**src/rtl/core/ftavg_pkg.sv**
```systemverilog
// Shared types and constants for the frame time averager.
// No dependencies; imported by every module of the core.
`timescale 1ns / 1ps

package ftavg_pkg;

   localparam int CV_W    = 63;
   localparam int TOT_W   = 64;
   localparam int AVG_W   = 40;
   localparam int SUM_W   = 48;
   localparam int RATE_W  = 16;
   localparam int TPS_W   = 32;
   localparam int EVT_W   = 2;

   localparam logic [EVT_W-1:0] EVT_TICK  = 2'd0;
   localparam logic [EVT_W-1:0] EVT_RESET = 2'd1;
   localparam logic [EVT_W-1:0] EVT_START = 2'd2;
   localparam logic [EVT_W-1:0] EVT_STOP  = 2'd3;

   localparam logic [AVG_W-1:0]  AVG_MAX  = '1;
   localparam logic [SUM_W-1:0]  SUM_MAX  = '1;
   localparam logic [RATE_W-1:0] RATE_MAX = '1;
   localparam logic [TPS_W-1:0]  TPS_RESET = 32'd10000000;

   typedef struct packed {
      logic busy;
      logic done;
   } div_stat_type;

endpackage

```
**src/rtl/core/ftavg_div.sv**
```systemverilog
// Bit-serial restoring divider, one quotient bit per cycle.
// Depends on ftavg_pkg (div_stat_type).
`timescale 1ns / 1ps

module ftavg_div #(
   parameter int NUM_W = 48,
   parameter int DEN_W = 7
) (
   input  logic                      clock,
   input  logic                      reset,
   input  logic                      start,
   input  logic [NUM_W-1:0]          numer,
   input  logic [DEN_W-1:0]          denom,
   output logic [NUM_W-1:0]          quot,
   output ftavg_pkg::div_stat_type   stat
);
   import ftavg_pkg::*;

   localparam int CNT_W = $clog2(NUM_W + 1);

   logic [NUM_W-1:0] quo_ff, quo_in;
   logic [DEN_W-1:0] rem_ff, rem_in;
   logic [DEN_W-1:0] den_ff, den_in;
   logic [CNT_W-1:0] cnt_ff, cnt_in;
   logic             busy_ff, busy_in;
   logic             done_ff, done_in;
   logic [DEN_W:0]   rem_sh;
   logic [DEN_W:0]   rem_sub;
   logic             qbit;

   always_comb begin
      rem_sh  = {rem_ff, quo_ff[NUM_W-1]};
      rem_sub = rem_sh - {1'b0, den_ff};
      qbit    = (rem_sh >= {1'b0, den_ff});
      quo_in  = quo_ff;
      rem_in  = rem_ff;
      den_in  = den_ff;
      cnt_in  = cnt_ff;
      busy_in = busy_ff;
      done_in = 1'b0;
      if (start) begin
         quo_in  = numer;
         rem_in  = '0;
         den_in  = denom;
         cnt_in  = '0;
         busy_in = 1'b1;
      end else if (busy_ff) begin
         quo_in = {quo_ff[NUM_W-2:0], qbit};
         rem_in = qbit ? rem_sub[DEN_W-1:0] : rem_sh[DEN_W-1:0];
         cnt_in = cnt_ff + 1'b1;
         if (cnt_ff == CNT_W'(NUM_W - 1)) begin
            busy_in = 1'b0;
            done_in = 1'b1;
         end
      end
   end

   always_ff @(posedge clock) begin
      if (reset) begin
         busy_ff <= 1'b0;
         done_ff <= 1'b0;
         cnt_ff  <= '0;
      end else begin
         busy_ff <= busy_in;
         done_ff <= done_in;
         cnt_ff  <= cnt_in;
      end
      quo_ff <= quo_in;
      rem_ff <= rem_in;
      den_ff <= den_in;
   end

   assign quot      = quo_ff;
   assign stat.busy = busy_ff;
   assign stat.done = done_ff;

endmodule

```
**config.mk**
```make
export PLATFORM = sky130hd
export DESIGN_NAME = ftavg_div
export DESIGN_NICKNAME = d
export VERILOG_FILES = /design/src/rtl/core/ftavg_pkg.sv /design/src/rtl/core/ftavg_div.sv
export SDC_FILE = /design/constraint.sdc
export NUM_CORES = 1
export LEC_CHECK = 0
export BUFFER_PORTS_ARGS = -buffer_cell sky130_fd_sc_hd__buf_2
export CORE_MARGIN = 2
export CORE_UTILIZATION = 46
export CTS_CLUSTER_DIAMETER = 120
export DETAILED_ROUTE_END_ITERATION = 10
export MAX_ROUTING_LAYER = met4
export PLACE_DENSITY = 0.77
export SKIP_CTS_REPAIR_TIMING = 1
export SLEW_MARGIN = 40
export SYNTH_ARGS = -nofsm -noshare
export SYNTH_HDL_FRONTEND = slang
export SYNTH_SLANG_ARGS = --single-unit
```
**constraint.sdc**
```tcl
create_clock -name clock -period 2 [get_ports clock]
set_input_delay 0.5 -clock clock [delete_from_list [all_inputs] [get_ports clock]]
set_output_delay 0.5 -clock clock [all_outputs]
set_load 0.005 [all_outputs]
```
* Yosys cells after proc, flatten, opt, wreduce, memory -nomap -nowiden
Cells that the tools add are included.
** Storage, ports and cells
- Output and inout port bits :: 50
- Logic and storage cells :: 21
- Register bits after elaboration :: 70
** Operators by class
- Muxes and demuxes :: 7
- Order comparisons :: 1
- Add/subtract/negate cells :: 2
- Equal/unequal tests :: 1
- Reductions and logical operators :: 3
- Bitwise logic cells :: 1
** Operator list (count)
- 48-bit 2-to-1 mux :: 2
- 8-bit by 7-bit >= comparator with 1-bit output :: 1
- 7-bit 2-to-1 mux :: 1
- 7-bit subtractor :: 1
- 6-bit by 1-bit adder with 6-bit output, second input constant :: 1
- 6-bit == test, second input constant :: 1
- 1-bit 2-to-1 mux :: 4
- 3-bit OR reduction :: 1
- 2-bit nonzero test :: 1
- 2-bit OR reduction :: 1
- 1-bit inverter :: 1

* Depth between registers and ports, before layout
Gate-level depths: netlist of the first run.
- Word-level depth :: 4
- Mapped depth :: 7
- Depth with buffers taken out :: 7

* Worst setup path before layout of the first run
OpenSTA, ideal clock, no wires.
- Path type :: input to register
- Start :: input start
- End :: register quo_ff[0] (netlist: quot[0]) (enable)
- Setup slack :: -0.123 ns
- Cell stages on the path :: 2
- Required time :: 1.593 ns
- Buffers on the path :: 0
- Arrival time :: 1.717 ns
- Cells stage by stage :: clkinv_1 -> nand2_1
** Between the ends
- Cells in the longest elaborated chain, start to end :: 1
** RTL lines
- from (decl) :: RTL line ftavg_div.sv:11 : input logic start,
- 2-bit nonzero test (no source line)
- to (signal assigned) :: RTL line ftavg_div.sv:68 : quo_ff <= quo_in;
- to (decl) :: RTL line ftavg_div.sv:21 : logic [NUM_W-1:0] quo_ff, quo_in;
Every way passes these cells.
A chain may end at the register's enable or synchronous reset.

* Final worst setup path of the first run
- Start :: register den_ff[0]
- End :: register rem_ff[6]
** Between the ends
- Cells in the longest elaborated chain, start to end :: 2
- Elaborated cells between the ends (all ways) :: 3
- Classes of those cells :: add/sub: 1; order compare: 1; mux: 1
** RTL lines
- from (decl) :: RTL line ftavg_div.sv:23 : logic [DEN_W-1:0] den_ff, den_in;
- from (signal assigned) :: RTL line ftavg_div.sv:70 : den_ff <= den_in;
- 7-bit subtractor or 8-bit by 7-bit >= comparator with 1-bit output (tied branches) :: RTL line ftavg_div.sv:33, ftavg_div.sv:34
- 7-bit 2-to-1 mux (*) :: RTL line ftavg_div.sv:49 : rem_in = qbit ? rem_sub[DEN_W-1:0] : rem_sh[DEN_W-1:0];
- to (signal assigned) :: RTL line ftavg_div.sv:69 : rem_ff <= rem_in;
- to (decl) :: RTL line ftavg_div.sv:22 : logic [DEN_W-1:0] rem_ff, rem_in;
Every way passes the cells marked *; elsewhere a longest branch is shown, timed or not.

==> metrics, run 1 <==
data arrival time of the worst path ~2.2 ns; outcome finished, final reports clean; core region area a little over 7000 µm²; CP top delay family compound AO/OA/AOI/OAI gates; area of the mapped netlist ~3400 µm²; part of the total power dissipated in combinational logic ~17%; count of buffering cells on the critical path with inverters included 0; count of cells along the worst hold path 1; final wirelength 7.10 mm; worst stage delay on the critical path between 0.3 and 0.4 ns; drt initial violations between 100 and 150; initial antenna violation count 0; final hold violations 0; Clock Root Buffer sky130_fd_sc_hd__clkbuf_8; async set-or-reset flop fraction in the synthesized netlist 0%; EDFF count, synth 55; diode insertion count for antenna repair 0; Max clock buf depth 2; R2R Setup Slk roughly 0.10 ns; final RePlAce weighted congestion between 0.8 and 0.9; final setup margin approximately 0.10 ns; mean cell area of the mapped netlist approximately 14 µm²; number of cell instances on the worst register-to-register path 6; routed wire length per instance around 15 µm; crit-path cells ha_2 -> fa_2 -> nand2b_4 -> a211o_4 -> a31o_1 -> o21ai_1; Post-synth top flop sky130_fd_sc_hd__edfxtp_1; time the worst path needs with I/O delays and setup 1.90 ns; Syn. warnings 0; Area Growth Syn to Fin 25.0%; worst setup path startpoint den_ff[0]; max-slew violations 0; net switching fraction of the power a little over a quarter; Net Sw Power 0.876 mW; worst-case vdd ir drop 0.000399 V; overall global routing resource usage approximately 18%; total nets after synthesis 315; die width roughly 90 µm; sequential power share between 50% and 60%; top-level I/O count ~110; ratio of total power to cell area just under 800 nW/µm²; crit share post-route about 95%; final total power between 3 and 4 mW; share of the core filled with cells in the final layout around three fifths; largest net degree at the start of global routing 49; die area approximately 8000 µm²; detailed-route via count between 2000 and 2500; effective utilization at floorplan 47.1%; crit-path max FO 7; Nets 431; Relative slew margins 74.0%; Vias/cell between 5 and 6; DR pass1 iterations 6; aggregate negative setup slack 0 ns; layout cell share with drive strength beyond 1 between 50% and 60%; Rows 31; Finish-stage setup viols 0; first-pass GRT wire length 11.4 mm; Buffers on Ports 107; pre-CTS setup slack -0.00527 ns; via count of the first global-routing pass roughly 2500; maximum operating frequency 526 MHz; origin of the worst min-delay path denom[1]; grt ovf 0; count of cell types in the netlist 48; TritonCTS clock tree built; total number of clock tree sinks 70; highest-delay cell along the critical path sky130_fd_sc_hd__edfxtp_1; clk_lat worst skew 0.34 ns; Crit Path Class register to register; clk_skew approximately 0.011 ns; worst reg2reg path startpoint den_ff[0]; proportion of synthesized chip area in sequential cells roughly 58%; Die Ht between 80 and 90 µm; drt drc 0; hold worst-path end den_ff[1]; static power due to leakage approximately 1.8 nW; Clock Power Share between 20% and 30%; clock slew seen by the registers of the worst setup and hold paths around 0.08 ns; worst hold slack across all endpoints around 0.33 ns; Tightest Pin Transition around 0.4 ns; FF+latch count, synth 70; r2r endpoint rem_ff[6]; post-synthesis instance total roughly 250; Critical Path Source Type register; post-detail-place hpwl approximately 5.1 mm; Worst setup EP type register; internal power consumption about 2.5 mW; class of the worst hold path input pin to register; post-detailed-route count of antenna-violating nets 0; max capacitance violation total 0; CTS H-Tree Depth 3; Data required, critical path 2.27 ns; Num CTS Buffers 9
[cells in the mapped netlist, types with 2 or more instances]
master                     instances  area [µm²]
sky130_fd_sc_hd__nor2b_1           5        31.3
sky130_fd_sc_hd__xnor2_1           3        26.3
sky130_fd_sc_hd__dfxtp_1          15         300
sky130_fd_sc_hd__nor3_1            6        30.0
sky130_fd_sc_hd__nand4_1           4        25.0
sky130_fd_sc_hd__a21oi_1           3        15.0
sky130_fd_sc_hd__o311ai_1          3        26.3
sky130_fd_sc_hd__or3_1             2        12.5
sky130_fd_sc_hd__ha_1              8         100
sky130_fd_sc_hd__nor2_1           10        37.5
sky130_fd_sc_hd__nand3_1           2        10.0
sky130_fd_sc_hd__xor2_1            3        26.3
sky130_fd_sc_hd__nand2b_2          2        17.5
sky130_fd_sc_hd__o21ai_0           3        15.0
sky130_fd_sc_hd__a211oi_2          2        25.0
sky130_fd_sc_hd__edfxtp_1         55        1650
sky130_fd_sc_hd__nand2_1           8        30.0
sky130_fd_sc_hd__buf_2             6        30.0
sky130_fd_sc_hd__o21a_1            2        15.0
sky130_fd_sc_hd__and3_1            6        37.5
sky130_fd_sc_hd__or2_2             3        18.8
sky130_fd_sc_hd__a211oi_1          2        15.0
sky130_fd_sc_hd__inv_1            11        41.3
sky130_fd_sc_hd__buf_6             2        22.5
sky130_fd_sc_hd__nand3_2           2        20.0
sky130_fd_sc_hd__nor3b_1           3        22.5
sky130_fd_sc_hd__buf_4             2        15.0
sky130_fd_sc_hd__a41oi_1           4        35.0
sky130_fd_sc_hd__o21ai_1           2        10.0
sky130_fd_sc_hd__o31ai_1           4        30.0
sky130_fd_sc_hd__mux2_2           48         541
[power groups by stage]
| stage | combinational, mW | clock (mW) | sequential, mW |
|---|---|---|---|
| final | 0.570 | 0.980 | 1.80 |
| after CTS | 0.565 | 1.01 | 1.80 |
| after global routing | 0.624 | 1.04 | 1.82 |
| after global placement | 0.550 | 0 | 1.83 |
| after detailed placement | 0.562 | 0 | 1.83 |
| after floorplan | 0.314 | 0 | 1.83 |
[per-stage QoR]
step | cell area, µm² | cells
2_1_floorplan | 3400 | 248
3_3_place_gp | 4060 | 451
3_5_place_dp | 4060 | 451
4_1_cts | 4230 | 466
5_1_grt | 4240 | 467
6_report | 4240 | 467
[cell type report]
class                   count  area [µm²]
fillers                   603        2970
flip-flops and latches     70        1950
multi-input cells         154        1340
repair buffers            117         623
clock buffers               9         124
well taps                  99         124
inverters                  12        45.0
clock inverters             6        40.0
[placed cells by master, fill, tap and decap left out, types with 4 or more instances in the layout]
master	instances
sky130_fd_sc_hd__buf_2	107
sky130_fd_sc_hd__o31ai_1	4
sky130_fd_sc_hd__nor2_1	10
sky130_fd_sc_hd__and3_1	6
sky130_fd_sc_hd__nor3_1	6
sky130_fd_sc_hd__nand4_1	4
sky130_fd_sc_hd__mux2_2	48
sky130_fd_sc_hd__edfxtp_1	55
sky130_fd_sc_hd__inv_1	11
sky130_fd_sc_hd__ha_1	7
sky130_fd_sc_hd__nor2b_1	5
sky130_fd_sc_hd__dfxtp_1	15
sky130_fd_sc_hd__a41oi_1	4
sky130_fd_sc_hd__nand2_1	7
sky130_fd_sc_hd__buf_4	9
sky130_fd_sc_hd__clkbuf_8	9
[flip-flops by register name (all words and copies together) (netlist names)]
signal and flops:
cnt_ff 6, quot 48, done_ff 1, den_ff 7
busy_ff 1, rem_ff 7
[metal layers]
layer / up-vias / GRT usage [%] / wire length, µm
met4: 0 / 8.33 / 133
met3: 12 / 3.77 / 403
met2: 83 / 28.2 / 3230
li1: 1182 / - / -
met1: 1125 / 23.1 / 3330
met5: - / - / 0
[logic make-up after synthesis]
| logic type | after synthesis | synth area share (%) |
|---|---|---|
| DFF | 70 | 57.5 |
| and+or+nand+nor | 57 | 9.62 |
| muxes | 49 | 16.2 |
| AOI/OAI and AO/OA | 33 | 8.04 |
| buffers and inverters | 24 | 3.54 |
| adders and majority gates | 9 | 3.54 |
| xor gates and xnor gates | 6 | 1.55 |
[worst register-to-register path, stage by stage (launching register included)]
cell and delay [ns]:
sky130_fd_sc_hd__edfxtp_1 0.39, sky130_fd_sc_hd__ha_2 0.20, sky130_fd_sc_hd__fa_2 0.34, sky130_fd_sc_hd__nand2b_4 0.17, sky130_fd_sc_hd__a211o_4 0.37, sky130_fd_sc_hd__a31o_1 0.24, sky130_fd_sc_hd__o21ai_1 0.13
[worst max path at each step]
stage,endpoint,slack [ns],cells past startpoint
final,rem_ff[6],0.10,6
after global routing,rem_ff[5],-0.01,7
after CTS,rem_ff[6],-0.03,6
after detailed placement,rem_ff[6],-0.005,6
after global placement,rem_ff[6],0.03,7
after floorplan,rem_ff[6],0.02,7
No activity file was read; power rests on OpenSTA's default activity.
==> inputs of run 2 (changes only) <==
--- a/config.mk
+++ b/config.mk
@@ -5,6 +5,7 @@
 export SDC_FILE = /design/constraint.sdc
 export NUM_CORES = 1
 export LEC_CHECK = 0
+export ABC_AREA = 1
 export BUFFER_PORTS_ARGS = -buffer_cell sky130_fd_sc_hd__buf_2
 export CORE_MARGIN = 2
 export CORE_UTILIZATION = 46
==> run 2 against run 1 <==
Effect of this change: worst setup slack better by 0.11 ns; clock power is 8% higher; critical endpoint is now quot[0]; synthesized area decreased by 1.3%; global-route usage up 1.8 points; critical path depth is 4 higher; die area decreased by 1.3%; largest power group unchanged; maximum frequency rose by 5.9%; sequential cell count unchanged; routed wire length grew 3.1%; sequential power about the same; combinational power is 7.2% lower; via count increased by 16%.
==> metrics, run 2 <==
dominant combinational cell family by area after synthesis simple AND/OR/NAND/NOR gates (was multiplexers); Critical Path Source Type register (unchanged); async set-or-reset flop fraction in the synthesized netlist 0% (unchanged); post-detailed-route count of antenna-violating nets 0 (unchanged); Tightest Pin Transition 0.325 ns (was 0.389 ns); die width 89.3 µm (was 89.9 µm); cell taking the most area after synthesis sky130_fd_sc_hd__edfxtp_1 (unchanged); Area Growth Syn to Fin 25.1% (was 25.0%); cell with the most instances after synthesis sky130_fd_sc_hd__nand2_1 (was sky130_fd_sc_hd__edfxtp_1); GR Layer Usage met3 5.45% (was 3.77%); static power due to leakage 2.10 nW (was 1.81 nW); share of the core filled with cells in the final layout 58.7% (was 58.8%); overall global routing resource usage 19.9% (was 18.1%); TritonCTS clock tree built (unchanged); initial antenna violation count 0 (unchanged); Yosys top cell area share 49.3% (was 48.7%); routed wire length per instance 12.4 µm (was 15.2 µm); first-pass GRT wire length 11.7 mm (was 11.4 mm); met2 capacity usage during global routing 32.1% (was 28.2%); Area contributors post-synth sky130_fd_sc_hd__edfxtp_1, sky130_fd_sc_hd__nand2_1, sky130_fd_sc_hd__dfxtp_1 (was sky130_fd_sc_hd__edfxtp_1, sky130_fd_sc_hd__mux2_2, sky130_fd_sc_hd__dfxtp_1); Cells after DPL 573 (was 451); synthesized-area fraction occupied by ao, oa, aoi and oai cells 1.76% (was 8.04%); area of the mapped netlist 3350 µm² (was 3390 µm²); drt initial violations 128 (was 112); fin cells 589 (was 467); max-slew violations 0 (unchanged); FF+latch count, synth 70 (unchanged); simple-gate area share of the yosys netlist 30.6% (was 9.62%); cell area after layout 4190 µm² (was 4240 µm²); post-synthesis instance total 375 (was 248); max FFs per register 48 (unchanged); core region area 7140 µm² (was 7210 µm²); count of cell types in the netlist 29 (was 48); worst hold slack across all endpoints 0.337 ns (was 0.328 ns); layout cell share with drive strength beyond 1 27.8% (was 53.5%); largest net degree at the start of global routing 51 (was 49); post-detail-place hpwl 5.33 mm (was 5.08 mm); busiest layer in global routing met2 (unchanged); worst-case vdd ir drop 0.000548 V (was 0.000399 V); total nets after synthesis 442 (was 315); Relative slew margins 78.4% (was 74.0%); drt drc 0 (unchanged); Worst setup EP type register (unchanged); DR pass1 iterations 5 (was 6); ratio of total power to cell area 807 nW/µm² (was 789 nW/µm²); Post-synth top flop sky130_fd_sc_hd__edfxtp_1 (unchanged); Data required, critical path 2.18 ns (was 2.27 ns); diode insertion count for antenna repair 0 (unchanged); crit share post-route 89.7% (was 95.0%); top-level I/O count 108 (unchanged); die area 7980 µm² (was 8080 µm²); share of the synthesized netlist area taken by xor and xnor gates 0.523% (was 1.55%); detailed-route via count 2779 (was 2402); maximum operating frequency 557 MHz (was 526 MHz); setup repair after global routing missed its margin false; clock slew seen by the registers of the worst setup and hold paths 0.07 ns (was 0.08 ns); fill cell count 671 (was 603); Num CTS Buffers 9 (unchanged); met1 demand-to-capacity share in global routing 24.3% (was 23.1%); CTS H-Tree Depth 3 (unchanged); total number of clock tree sinks 70 (unchanged); proportion of synthesized chip area in sequential cells 58.3% (was 57.5%); combined area of the multi-input logic cells 1220 µm² (was 1340 µm²); most common cell after layout, fill and taps aside sky130_fd_sc_hd__nand2_1 (was sky130_fd_sc_hd__buf_2); Max clock buf depth 2 (unchanged); crit-path max FO 8 (was 7); data arrival time of the worst path 1.97 ns (was 2.17 ns); commonest cells after routing, fill and taps aside sky130_fd_sc_hd__nand2_1, sky130_fd_sc_hd__buf_2, sky130_fd_sc_hd__edfxtp_1 (was sky130_fd_sc_hd__buf_2, sky130_fd_sc_hd__edfxtp_1, sky130_fd_sc_hd__mux2_2); arithmetic-cell share of the synthesized area counting full adders, half adders and majority gates 3.59% (was 3.54%); aggregate negative setup slack 0 ns (unchanged); Crit Path Class register to register (unchanged); Rows 31 (unchanged); outcome finished, final reports clean (unchanged); max capacitance violation total 0 (unchanged); effective utilization at floorplan 46.9% (was 47.1%); R2R Setup Slk 0.21 ns (was 0.10 ns); Nets 552 (was 431); Sequential cell area 1950 µm² (unchanged); class of the worst hold path input pin to register (unchanged); clk_skew 0.00392 ns (was 0.0113 ns); EDFF count, synth 55 (unchanged); multiplexer share of the synthesized area 0% (was 16.2%); Buffers on Ports 107 (unchanged); final wirelength 7.32 mm (was 7.10 mm); final hold violations 0 (unchanged); Finish-stage setup viols 0 (unchanged); time the worst path needs with I/O delays and setup 1.79 ns (was 1.90 ns); Vias/cell 4.72 (was 5.14); grt ovf 0 (unchanged); instance area at placement 4010 µm² (was 4060 µm²); final RePlAce weighted congestion 0.849 (was 0.844); Clock Root Buffer sky130_fd_sc_hd__clkbuf_8 (unchanged); mean cell area of the mapped netlist 8.93 µm² (was 13.7 µm²); via count of the first global-routing pass 2633 (was 2468); Syn. warnings 0 (unchanged); ranking of synthesized cells by instance count sky130_fd_sc_hd__nand2_1, sky130_fd_sc_hd__edfxtp_1, sky130_fd_sc_hd__inv_1 (was sky130_fd_sc_hd__edfxtp_1, sky130_fd_sc_hd__mux2_2, sky130_fd_sc_hd__dfxtp_1); Die Ht 89.3 µm (was 89.9 µm); clk_lat worst skew 0.33 ns (was 0.34 ns)
run 2: cell types whose count changed in the layout (fill, tap and decap cells not counted), sizes merged, moves of 6 or more:
cell | previous run | this run
inv | 11 | 30
nand2 | 8 | 194
mux2 | 48 | 0
nand3 | 4 | 18
and3 | 6 | 0
run 2: cells by family after synthesis:
| family | after synthesis |
|---|---|
| AND/OR/NAND/NOR | 243 |
| flip-flops | 70 |
| buffers and inverters | 43 |
| adder cells (fa/ha/maj) | 9 |
| AO/OA/AOI/OAI | 8 |
| XOR/XNOR | 2 |
run 2: metal layers:
metal	up-vias	routed length, µm
li1	1421	-
met2	108	3460
met1	1242	3260
met5	-	0
met3	8	534
met4	0	68
run 2: final cells by class:
cell class	instances	area share, %
Clock inverter	5	1.19
Multi-Input combinational cell	262	29.2
Timing Repair Buffer	112	14.3
Inverter	30	2.69
Clock buffer	11	3.13
Tap cell	99	2.96
Sequential cell	70	46.6
run 2: power by group:
group,switching (mW),internal [mW]
Clock,0.495,0.566
Combinational,0.301,0.228
Sequential,0.0673,1.72
run 2: worst max-delay path, stage by stage (launching register included):
cell	delay, ns
sky130_fd_sc_hd__edfxtp_1	0.34
sky130_fd_sc_hd__inv_1	0.06
sky130_fd_sc_hd__ha_1	0.22
sky130_fd_sc_hd__fa_2	0.35
sky130_fd_sc_hd__inv_1	0.08
sky130_fd_sc_hd__nand2_1	0.06
sky130_fd_sc_hd__nand2_1	0.08
sky130_fd_sc_hd__nand2_1	0.08
sky130_fd_sc_hd__nand2_1	0.08
sky130_fd_sc_hd__nand2_2	0.11
sky130_fd_sc_hd__a31oi_1	0.17
run 2: stage by stage:
| stage | total power [mW] | setup WS, ns |
|---|---|---|
| final | 3.38 | 0.206 |
| after global routing | 3.57 | 0.0391 |
| after CTS | 3.42 | 0.165 |
| after detailed placement | 2.35 | 0.187 |
| after global placement | 2.33 | 0.260 |
| after floorplan | 2.10 | 0.242 |
run 2: path summary, 6_finish.rpt:
| check | cells past startpoint | endpoint | start |
|---|---|---|---|
| max reg2reg | 10 | quot[0] | quot[47] |
| min | 1 | den_ff[5] | denom[5] |
| min reg2reg | 2 | rem_ff[5] | rem_ff[5] |
| max | 10 | quot[0] | quot[47] |
